$ cat src/rtl/rgbtile_pkg.sv
// Shared types, constants and helpers for the tiled RGB565 encoder.
`timescale 1ns / 1ps

package rgbtile_pkg;

  // Field widths of the input pixel request
  localparam int COL_W   = 10;
  localparam int ROW_W   = 9;
  localparam int CHAN_W  = 8;
  localparam int PAIR_W  = COL_W - 1;

  // Field widths of a result request
  localparam int INDEX_W = 19;
  localparam int C565_W  = 16;
  localparam int NIB_W   = 4;
  localparam int SUM_W   = CHAN_W + 1;
  localparam int BOX_W   = CHAN_W + 2;
  localparam int TILE_W  = 8;
  localparam int CFG_W   = 3;

  // Packed stream widths, padded to whole bytes
  localparam int IN_BITS  = COL_W + ROW_W + 4 * CHAN_W;
  localparam int IN_W     = ((IN_BITS + 7) / 8) * 8;
  localparam int OUT_BITS = INDEX_W + C565_W + NIB_W + 1;
  localparam int OUT_W    = ((OUT_BITS + 7) / 8) * 8;

  // Reset value of the height register
  localparam logic [CFG_W-1:0] HEIGHT_TILES_RESET = CFG_W'(1);

  // Result kinds carried on tuser
  localparam logic SCALE_FULL = 1'b0;
  localparam logic SCALE_HALF = 1'b1;

  // Which result of the held pixel goes out next
  typedef enum logic {
    PH_FULL,
    PH_HALF
  } phase_t;

  typedef struct packed {
    logic [CHAN_W-1:0] alpha;
    logic [CHAN_W-1:0] blue;
    logic [CHAN_W-1:0] green;
    logic [CHAN_W-1:0] red;
  } rgba_t;

  typedef struct packed {
    logic [CHAN_W-1:0] alpha;
    logic [CHAN_W-1:0] blue;
    logic [CHAN_W-1:0] green;
    logic [CHAN_W-1:0] red;
    logic [ROW_W-1:0]  row;
    logic [COL_W-1:0]  col;
  } pixel_t;

  // Horizontal pair sums, one 9-bit sum per channel
  typedef struct packed {
    logic [SUM_W-1:0] alpha;
    logic [SUM_W-1:0] blue;
    logic [SUM_W-1:0] green;
    logic [SUM_W-1:0] red;
  } sums_t;

  // Pixel held between the input register and the result register
  typedef struct packed {
    pixel_t pix;
    sums_t  here;
    logic   above_ok;
  } stage_t;

  typedef struct packed {
    logic               scale_kind;
    logic [INDEX_W-1:0] texel_index;
    logic [C565_W-1:0]  color565;
    logic [NIB_W-1:0]   alpha_nibble;
    logic               nibble_high;
    logic               last;
  } result_t;

  // Per-channel sum of two pixels
  function automatic sums_t pack_sum(rgba_t a, rgba_t b);
    sums_t s;
    s.red   = SUM_W'(a.red)   + SUM_W'(b.red);
    s.green = SUM_W'(a.green) + SUM_W'(b.green);
    s.blue  = SUM_W'(a.blue)  + SUM_W'(b.blue);
    s.alpha = SUM_W'(a.alpha) + SUM_W'(b.alpha);
    return s;
  endfunction

endpackage

$ cat src/rtl/rgbtile_format.sv
// Builds the full-resolution and half-scale results of the held pixel.
`timescale 1ns / 1ps

module rgbtile_format
  import rgbtile_pkg::*;
(
  input  stage_t             stage,
  input  sums_t              above,
  input  logic [CFG_W-1:0]   height_tiles,
  output result_t            full_res,
  output result_t            half_res
);

  logic [COL_W-1:0]   x;
  logic [ROW_W-1:0]   y;
  logic [TILE_W-1:0]  tile;
  logic [11:0]        full_base;
  logic [9:0]         half_base;
  logic               half;
  sums_t              above_use;
  logic [BOX_W-1:0]   box_r;
  logic [BOX_W-1:0]   box_g;
  logic [BOX_W-1:0]   box_b;
  logic [BOX_W-1:0]   box_a;

  assign x    = stage.pix.col;
  assign y    = stage.pix.row;
  assign half = x[0] & y[0];

  // Badge tile offset: height_tiles * (x / 64) + y / 64
  assign tile = TILE_W'(height_tiles) * TILE_W'(x[COL_W-1:6]) + TILE_W'(y[ROW_W-1:6]);

  // Morton order inside 8x8 blocks, blocks in row-major order, in a 64x64 and a 32x32 tile
  assign full_base = {y[5:3], x[5:3], y[2], x[2], y[1], x[1], y[0], x[0]};
  assign half_base = {y[5:4], x[5:4], y[3], x[3], y[2], x[2], y[1], x[1]};

  // Pairs beyond the line store read as zero
  assign above_use = stage.above_ok ? above : '0;

  // 2x2 box sums
  assign box_r = BOX_W'(above_use.red)   + BOX_W'(stage.here.red);
  assign box_g = BOX_W'(above_use.green) + BOX_W'(stage.here.green);
  assign box_b = BOX_W'(above_use.blue)  + BOX_W'(stage.here.blue);
  assign box_a = BOX_W'(above_use.alpha) + BOX_W'(stage.here.alpha);

  // Full-resolution write
  always_comb begin
    full_res.scale_kind   = SCALE_FULL;
    full_res.texel_index  = {tile[6:0], full_base};
    full_res.color565     = {stage.pix.red[7:3], stage.pix.green[7:2], stage.pix.blue[7:3]};
    full_res.alpha_nibble = stage.pix.alpha[7:4];
    full_res.nibble_high  = x[0];
    full_res.last         = ~half;
  end

  // Half-scale write
  always_comb begin
    half_res.scale_kind   = SCALE_HALF;
    half_res.texel_index  = {1'b0, tile, half_base};
    half_res.color565     = {box_r[9:5], box_g[9:4], box_b[9:5]};
    half_res.alpha_nibble = box_a[9:6];
    half_res.nibble_high  = x[1];
    half_res.last         = 1'b1;
  end

endmodule

$ cat config.mk
export PLATFORM = sky130hd
export DESIGN_NAME = rgbtile_format
export DESIGN_NICKNAME = d
export VERILOG_FILES = /design/src/rtl/rgbtile_pkg.sv /design/src/rtl/rgbtile_format.sv
export SDC_FILE = /design/constraint.sdc
export NUM_CORES = 1
export LEC_CHECK = 0
export ABC_CLOCK_PERIOD_IN_PS = 2650
export BUFFER_PORTS_ARGS = -buffer_cell sky130_fd_sc_hd__clkbuf_2
export CAP_MARGIN = 25
export CELL_PAD_IN_SITES_DETAIL_PLACEMENT = 0
export CELL_PAD_IN_SITES_GLOBAL_PLACEMENT = 1
export CORE_ASPECT_RATIO = 1.1
export CORE_MARGIN = 3
export CORE_UTILIZATION = 22
export DETAILED_ROUTE_END_ITERATION = 8
export GPL_ROUTABILITY_DRIVEN = 0
export PLACE_DENSITY_LB_ADDON = 0.1
export SLEW_MARGIN = 20
export SYNTH_ARGS = -nofsm -noshare
export SYNTH_HDL_FRONTEND = slang
export SYNTH_SLANG_ARGS = --single-unit
$ cat constraint.sdc
create_clock -name vclk -period 2.65
set_clock_uncertainty 0.15 [all_clocks]
set_input_delay 0.1325 -clock vclk [all_inputs]
set_output_delay 0.1325 -clock vclk [all_outputs]
set_load 0.02 [all_outputs]
==> flow_metrics.env, run 1 <==
export IMPL_gr_total_overflow=0
export IMPL_most_common_layout_cells="clkbuf_2, ha_1, and2_1, a21o_1, buf_4"
export IMPL_p_leak_nw=1.58
export IMPL_slew_violations=0
export IMPL_crit_chain="clkbuf_16 > nand2_8 > fa_1 > inv_1 > fa_1 > buf_4 > fa_2 > a21o_1 > a21oi_2 > nor2b_1 > o21a_1 > buf_2"
export IMPL_crit_family="adder cells"
export IMPL_start_util_pct=22.7
export IMPL_p_per_area_nw_per_um2=289
export IMPL_relSlewSlack_pct=56.1
export IMPL_fp_dieW_um=99.8
export IMPL_synth_area_per_cell_um2=8.10
export IMPL_fmax_mhz=350
export IMPL_tightest_slew_ps=651
export IMPL_drive_above_1_share_pct=44.6
export IMPL_path_class="primary input to output port"
export IMPL_combPwrFrac_pct=100.0
export IMPL_finalHoldViolations=0
export IMPL_pwr_share_clk_pct=0
export IMPL_setup_viol=9
export IMPL_yosysSeqAreaShare_pct=0
export IMPL_wl_mm=5.84
export IMPL_routedWlPerCell_um=12.6
export IMPL_status="finished, violations left"
export IMPL_required_ps=2370
export IMPL_grt_pass1_wl_mm=8.91
export IMPL_grt_pass1_vias=1919
export IMPL_antenna_found_initial=0
export IMPL_regArea_um2=0
export IMPL_crit_slowest_cell="fa_1"
export IMPL_vdd_drop_max_uv=159
export IMPL_drtAntennaViolNets=0
export IMPL_nClkBuffers=0
export IMPL_final_setup_tns_ps=-1320
export IMPL_synth_cell_type_count=37
export IMPL_rows=37
export IMPL_syn_to_final_growth_pct=32.1
export IMPL_rsz0062_at_grt="yes"
export IMPL_syn_inst=263
export IMPL_cp_start_kind="primary input"
export IMPL_drtIter0Drc=30
export IMPL_seqPwrFrac_pct=0
export IMPL_post_route_util_pct=29.9
export IMPL_yosys_warnings=0
export IMPL_vias_per_cell=4.39
export IMPL_max_stage_delay_ps=520
export IMPL_firstDrtPassIters=4
export IMPL_cp_data_arrival_time_ps=2580
export IMPL_grt_start_max_net_pins=24
export IMPL_p_sw_share_pct=51.1
export IMPL_boundaryPins=211
export IMPL_port_buffers=124
export IMPL_fp_dieH_um=109
export IMPL_netlist_area_um2=2130
export IMPL_nNetsFinal=522
export IMPL_dieArea_um2=10900
export IMPL_vias=2030
export IMPL_final_min_clock_period_ps=2860
export IMPL_crit_buf_inv=4
export IMPL_nFlopsAndLatches=0
export IMPL_violations="negative setup slack"
export IMPL_hold_slack_ps=115
export IMPL_mostFrequentLayoutCell="clkbuf_2"
export IMPL_dp_hpwl_mm=5.37
export IMPL_end_kind="output port"
export IMPL_hold_buffers=0
export IMPL_crit_top_cell="fa_1"
export IMPL_crit_fanout=2
export IMPL_antenna_cells=0
export IMPL_switchingPower_w=0.000415
export IMPL_grt_usage_pct=9.52
export IMPL_hp_class="primary input to output port"
export IMPL_p_int_w=0.000397
export IMPL_drcViolationCount=0
export IMPL_core_um2=9400
export IMPL_setup_ws_ps=-211
export IMPL_timing_max_cap_violations=0
export IMPL_layout_worst_path_cycle_share_pct=108
cells in the mapped netlist (5+ instances only):
library cell	count	share of area, %
a21o_1	11	3.9
a21oi_1	9	2.1
xnor2_1	11	4.5
nand2_1	5	0.88
o21a_1	8	2.8
and2_1	42	12
nor3_1	6	1.4
buf_4	55	19
inv_1	6	1.1
ha_1	44	26
o21ai_0	8	1.9
layout make-up:
type                            instances  area, µm²
Fill cell                            1061       6590
Multi-Input combinational cell        201       1770
Timing Repair Buffer                  138        870
Tap cell                              117        146
Inverter                                6       22.5
power by group through the flow:
stage	Sequential (W)	Clock, W	Combinational, W
floorplan	0	0	0.000590
global placement	0	0	0.000720
detailed placement	0	0	0.000718
CTS	0	0	0.000802
global route	0	0	0.000891
finish	0	0	0.000812
layer usage:
metal | vias to the layer above | global-route usage, % | part of all wire [%]
met4 | 0 | 1.46 | 1.5
met3 | 6 | 1.54 | 8.1
met1 | 884 | 12.7 | 42
li1 | 1054 | - | -
met2 | 86 | 16.4 | 48
met5 | - | 0 | 0
logic make-up after synthesis:
logic type	Yosys count	share of synthesized area (%)
buffers and inverters	64	21.0
AND/OR/NAND/NOR	75	21.4
XOR/XNOR	15	6.17
AO/OA/AOI/OAI	59	21.4
other	2	0.353
adder cells (fa/ha/maj)	48	29.6
worst paths after layout:
| kind | start | end | slack [ps] | cells after the start |
|---|---|---|---|---|
| hold / removal | stage[77] | full_res[8] | 120 | 0 |
| setup / recovery | height_tiles[0] | half_res[39] | -210 | 12 |
timing repair:
| item | CTS | global route |
|---|---|---|
| endpoints found under the setup margin | 9 | 9 |
| gates resized for setup | 28 | 6 |
| pin swaps | 5 | 5 |
| buffers inserted | 2 | 2 |
through the flow:
| step | setup WS (ps) | instance area, µm² | instances | power (W) |
|---|---|---|---|---|
| after floorplan | -165 | 2200 | 265 | 0.000590 |
| after global placement | -344 | 2630 | 459 | 0.000720 |
| after detailed placement | -361 | 2630 | 459 | 0.000718 |
| after CTS | -254 | 2780 | 460 | 0.000802 |
| after global routing | -312 | 2810 | 462 | 0.000891 |
| final | -211 | 2810 | 462 | 0.000812 |
Note: power is estimated with default switching activity, not from simulation.
==> run 2: changes to the inputs <==
==> constraint.sdc (replaced) <==
create_clock -name vclk -period 2.65
set_clock_uncertainty 0.15 [all_clocks]
set_input_delay 0.53 -clock vclk [all_inputs]
set_output_delay 0.53 -clock vclk [all_outputs]
set_load 0.02 [all_outputs]
==> run 2 against run 1 <==
Compared with the run above:
- the flow still finishes with violations (negative setup slack)
- final area rose by 47%
- worst hold slack improved by 800 ps
- first-iteration DRC count up 33%
- sequential cell count did not move
- wire length increased by 17%
- count of clock-buffer cells in the layout stayed put
- fmax is 22% lower
- highest routed layer unchanged
==> flow_metrics.env, run 2 (same netlist as run 1, synthesis figures left out) <==
export IMPL_p_leak_nw=2.11
export IMPL_hp_class="primary input to output port"
export IMPL_port_buffers=124
export IMPL_drcViolationCount=0
export IMPL_status="finished, violations left"
export IMPL_grt_pass1_vias=2437
export IMPL_violations="negative setup slack"
export IMPL_layout_worst_path_cycle_share_pct=139
export IMPL_grt_pass1_wl_mm=10.9
export IMPL_crit_fanout=2
export IMPL_mostFrequentLayoutCell="clkbuf_2"
export IMPL_finalHoldViolations=0
export IMPL_drtIter0Drc=40
export IMPL_top_usage_layer="met2"
export IMPL_antenna_found_initial=0
export IMPL_end_kind="output port"
export IMPL_final_min_clock_period_ps=3680
export IMPL_hold_buffers=0
export IMPL_fp_dieH_um=109
export IMPL_start_util_pct=22.7
export IMPL_nClkBuffers=0
export IMPL_antenna_cells=0
export IMPL_timing_max_cap_violations=0
export IMPL_vias=2307
export IMPL_fmax_mhz=272
export IMPL_fp_dieW_um=99.8
export IMPL_use_met1_pct=14.1
export IMPL_fill_cells=946
export IMPL_p_total_w=0.00118
export IMPL_wl_mm=6.82
export IMPL_regArea_um2=0
export IMPL_core_um2=9400
export IMPL_rsz0062_at_grt="yes"
export IMPL_nNetsFinal=585
export IMPL_routedWlPerCell_um=13.0
export IMPL_drive_above_1_share_pct=72.3
export IMPL_place_inst=504
export IMPL_path_class="primary input to output port"
export IMPL_dieArea_um2=10900
export IMPL_vdd_drop_max_uv=140
export IMPL_crit_family="adder cells"
export IMPL_required_ps=1970
export IMPL_p_per_area_nw_per_um2=285
export IMPL_firstDrtPassIters=4
export IMPL_max_stage_delay_ps=530
export IMPL_global_route_usage_met3_pct=0.576
export IMPL_drtAntennaViolNets=0
export IMPL_cp_data_arrival_time_ps=3000
export IMPL_gr_total_overflow=0
export IMPL_crit_buf_inv=3
export IMPL_slew_violations=0
export IMPL_fin_cells=525
export IMPL_grt_start_max_net_pins=9
export IMPL_cp_start_kind="primary input"
export IMPL_grt_usage_pct=11.8
export IMPL_rows=37
export IMPL_dp_hpwl_mm=5.69
export IMPL_syn_to_final_growth_pct=94.1
export IMPL_multi_input_area_um2=2370
export IMPL_vias_per_cell=4.39
export IMPL_grtUsageMet2_pct=23.6
export IMPL_final_setup_tns_ps=-13770
export IMPL_nFlopsAndLatches=0
export IMPL_crit_slowest_cell="fa_1"
export IMPL_crit_chain="buf_8 > nand2_4 > fa_1 > inv_1 > fa_1 > ha_1 > a21o_1 > a21oi_2 > or4b_4 > o2111ai_4 > buf_8"
export IMPL_most_common_layout_cells="clkbuf_2, buf_4, and2_1, ha_1, buf_6"
export IMPL_setup_ws_ps=-1030
export IMPL_boundaryPins=211
export IMPL_setup_viol=30
[run 2: cell types whose count changed in the layout (fill, tap and decap cells not counted), sizes merged]
cell	change
buf	+80
clkbuf	-17
[run 2: worst paths after layout]
check,end,cells past startpoint,start
hold / removal,full_res[14],0,stage[69]
setup / recovery,full_res[40],11,stage[43]
[run 2: metrics by stage]
step	hold WS [ps]	util, %	setup WS (ps)	area [µm²]
after global routing	910	44.0	-1090	4130
after floorplan	1020	-	-960	2360
after detailed placement	910	33.0	-1190	3100
final	910	44.0	-1030	4130
after CTS	910	41.3	-1110	3880
after global placement	910	33.0	-1150	3100
[run 2: timing repair]
action | in CTS | in global routing
buffers inserted | 12 | 11
cloned | 1 | 0
setup endpoints to repair | 33 | 33
pin swaps | 46 | 30
endpoints found under the hold margin | 0 | 0
gates resized for setup | 137 | 62
[run 2: final cells by class]
type | count | share of cell area [%]
Multi-Input combinational cell | 201 | 57.5
Timing Repair Buffer | 201 | 38.4
Tap cell | 117 | 3.54
Inverter | 6 | 0.545
[run 2: per-layer routing]
metal  vias to the layer above  wire, µm
met5                         -         0
met4                         0        76
li1                       1180         -
met1                      1055      2600
met2                        61      3780
met3                        11       364
[run 2: power by group]
part	total, W	internal (W)	switching, W
Sequential	0	0	0
Combinational	0.00118	0.000658	0.000521
Clock	0	0	0
Total	0.00118	0.000658	0.000521
==> run 3: changes to the inputs <==
--- a/config.mk
+++ b/config.mk
@@ -7,7 +7,6 @@
 export LEC_CHECK = 0
 export ABC_CLOCK_PERIOD_IN_PS = 2650
 export BUFFER_PORTS_ARGS = -buffer_cell sky130_fd_sc_hd__clkbuf_2
-export CAP_MARGIN = 25
 export CELL_PAD_IN_SITES_DETAIL_PLACEMENT = 0
 export CELL_PAD_IN_SITES_GLOBAL_PLACEMENT = 1
 export CORE_ASPECT_RATIO = 1.1
@@ -15,6 +14,7 @@
 export CORE_UTILIZATION = 22
 export DETAILED_ROUTE_END_ITERATION = 8
 export GPL_ROUTABILITY_DRIVEN = 0
+export GPL_TIMING_DRIVEN = 0
 export PLACE_DENSITY_LB_ADDON = 0.1
 export SLEW_MARGIN = 20
 export SYNTH_ARGS = -nofsm -noshare
==> run 3 against run 2 <==
Compared with the run above:
- the run still ends with negative setup slack left
- core utilization increased by 4.3 points
- via count increased by 12%
- wire length increased by 9.3%
- count of clock-buffer cells in the layout unchanged
- sequential cell count unchanged
- global-route usage increased by 0.24 points
- power increased by 6.6%
- largest power group unchanged
==> flow_metrics.env, run 3 (same netlist as run 1, synthesis figures left out) <==
export IMPL_status="finished, violations left"
export IMPL_violations="negative setup slack"
export IMPL_drcViolationCount=0
export IMPL_grt_start_max_net_pins=6
export IMPL_route_met3_wl_um=490
export IMPL_crit_chain="clkbuf_16 > nand2_8 > fa_1 > inv_1 > fa_1 > ha_1 > a21o_1 > a21oi_2 > or4b_4 > o2111ai_4 > buf_6 > buf_8"
export IMPL_drive_above_1_share_pct=76.5
export IMPL_switchingPower_w=0.000570
export IMPL_drt_met1_wl_mm=2.83
export IMPL_setup_ws_ps=-1100
export IMPL_path_class="primary input to output port"
export IMPL_mostFrequentLayoutCell="clkbuf_2"
export IMPL_crit_family="adder cells"
export IMPL_firstDrtPassIters=4
export IMPL_p_int_w=0.000686
export IMPL_p_per_area_nw_per_um2=277
export IMPL_dieArea_um2=10900
export IMPL_fmax_mhz=267
export IMPL_final_min_clock_period_ps=3750
export IMPL_drtAntennaViolNets=0
export IMPL_p_sw_share_pct=45.3
export IMPL_layout_worst_path_cycle_share_pct=141
export IMPL_cp_depth=12
export IMPL_syn_to_final_growth_pct=113
export IMPL_cp_data_arrival_time_ps=3070
export IMPL_fp_dieH_um=109
export IMPL_port_buffers=165
export IMPL_post_route_util_pct=48.2
export IMPL_vias=2576
export IMPL_antenna_cells=0
export IMPL_fill_cells=916
export IMPL_grt_usage_pct=12.1
export IMPL_wl_mm=7.46
export IMPL_vdd_drop_max_uv=149
export IMPL_crit_fanout=3
export IMPL_combPwrFrac_pct=100.0
export IMPL_most_common_layout_cells="clkbuf_2, buf_4, and2_1, ha_4, ha_1"
export IMPL_boundaryPins=211
export IMPL_antenna_found_initial=0
export IMPL_vias_per_cell=4.37
export IMPL_rsz0062_at_grt="yes"
export IMPL_grt_pass1_wl_mm=11.2
export IMPL_core_um2=9400
export IMPL_p_leak_nw=2.39
export IMPL_min_path_cells=2
export IMPL_dp_hpwl_mm=5.87
export IMPL_end_kind="output port"
export IMPL_routedWlPerCell_um=12.6
export IMPL_regArea_um2=0
export IMPL_dr_wl_met2_mm=4.12
export IMPL_seqPwrFrac_pct=0
export IMPL_cp_start_kind="primary input"
export IMPL_drtIter0Drc=26
export IMPL_crit_buf_inv=4
export IMPL_gr_total_overflow=0
export IMPL_required_ps=1970
export IMPL_hp_class="primary input to output port"
export IMPL_crit_top_cell="fa_1"
export IMPL_slew_violations=0
export IMPL_fp_dieW_um=99.8
export IMPL_grt_pass1_vias=2505
export IMPL_setup_viol=30
export IMPL_nFlopsAndLatches=0
export IMPL_rows=37
export IMPL_hold_buffers=0
export IMPL_timing_max_cap_violations=0
export IMPL_final_setup_tns_ps=-14940
export IMPL_nClkBuffers=0
export IMPL_top_layer="met4"
export IMPL_finalHoldViolations=0
export IMPL_nNetsFinal=650
export IMPL_start_util_pct=22.7
export IMPL_max_stage_delay_ps=530
export IMPL_crit_slowest_cell="or4b_4"
export IMPL_pwr_share_clk_pct=0
run 3: cell types whose count changed in the layout (fill, tap and decap cells not counted), moves of 2 or more:
cell	before	now
clkbuf_2	85	127
buf_4	65	90
buf_8	12	8
clkbuf_16	1	5
ha_1	24	20
buf_2	0	3
clkbuf_8	15	12
ha_4	18	21
a21oi_2	3	5
and2_1	24	26
and2_4	18	16
buf_6	21	19
run 3: what timing repair did:
item / CTS / global route
resized for setup: 133 / 57
cloned: 2 / 0
setup buffers: 25 / 18
pin swaps: 55 / 45
setup endpoints to repair: 32 / 32
run 3: cell type report:
type / instances / area [µm²] / area share, %
inverter: 6 / 22.5 / 0.497
tap: 117 / 146 / 3.23
timing repair buffer: 208 / 1470 / 32.3
buffer: 58 / 499 / 11.0
multi-input combinational: 201 / 2400 / 52.9
run 3: worst paths after layout:
| kind | from | to |
|---|---|---|
| max | height_tiles[0] | half_res[38] |
| min | stage[70] | full_res[15] |
run 3: metrics by stage:
step / power [W] / instances / worst slack, ps / hold slack, ps / instance area, µm²
2_1_floorplan: 0.000629 / 265 / -960 / 1020 / 2360
3_3_place_gp: 0.000890 / 547 / -1300 / 1140 / 3330
3_5_place_dp: 0.000892 / 547 / -1310 / 1130 / 3330
4_1_cts: 0.00117 / 574 / -1140 / 1140 / 4220
5_1_grt: 0.00135 / 590 / -1190 / 1140 / 4530
6_report: 0.00126 / 590 / -1100 / 1130 / 4530
run 3: metal layers:
| metal | vias up | track usage (%) |
|---|---|---|
| met2 | 101 | 24.0 |
| met3 | 2 | 0.704 |
| li1 | 1306 | - |
| met1 | 1167 | 15.0 |
| met5 | - | 0 |
| met4 | 0 | 0 |
run 3: power by group through the flow:
stage | registers, W | clock network [W] | logic (W)
after floorplan | 0 | 0 | 0.000629
final | 0 | 0 | 0.00126
after global routing | 0 | 0 | 0.00135
after global placement | 0 | 0 | 0.000890
after CTS | 0 | 0 | 0.00117
after detailed placement | 0 | 0 | 0.000892
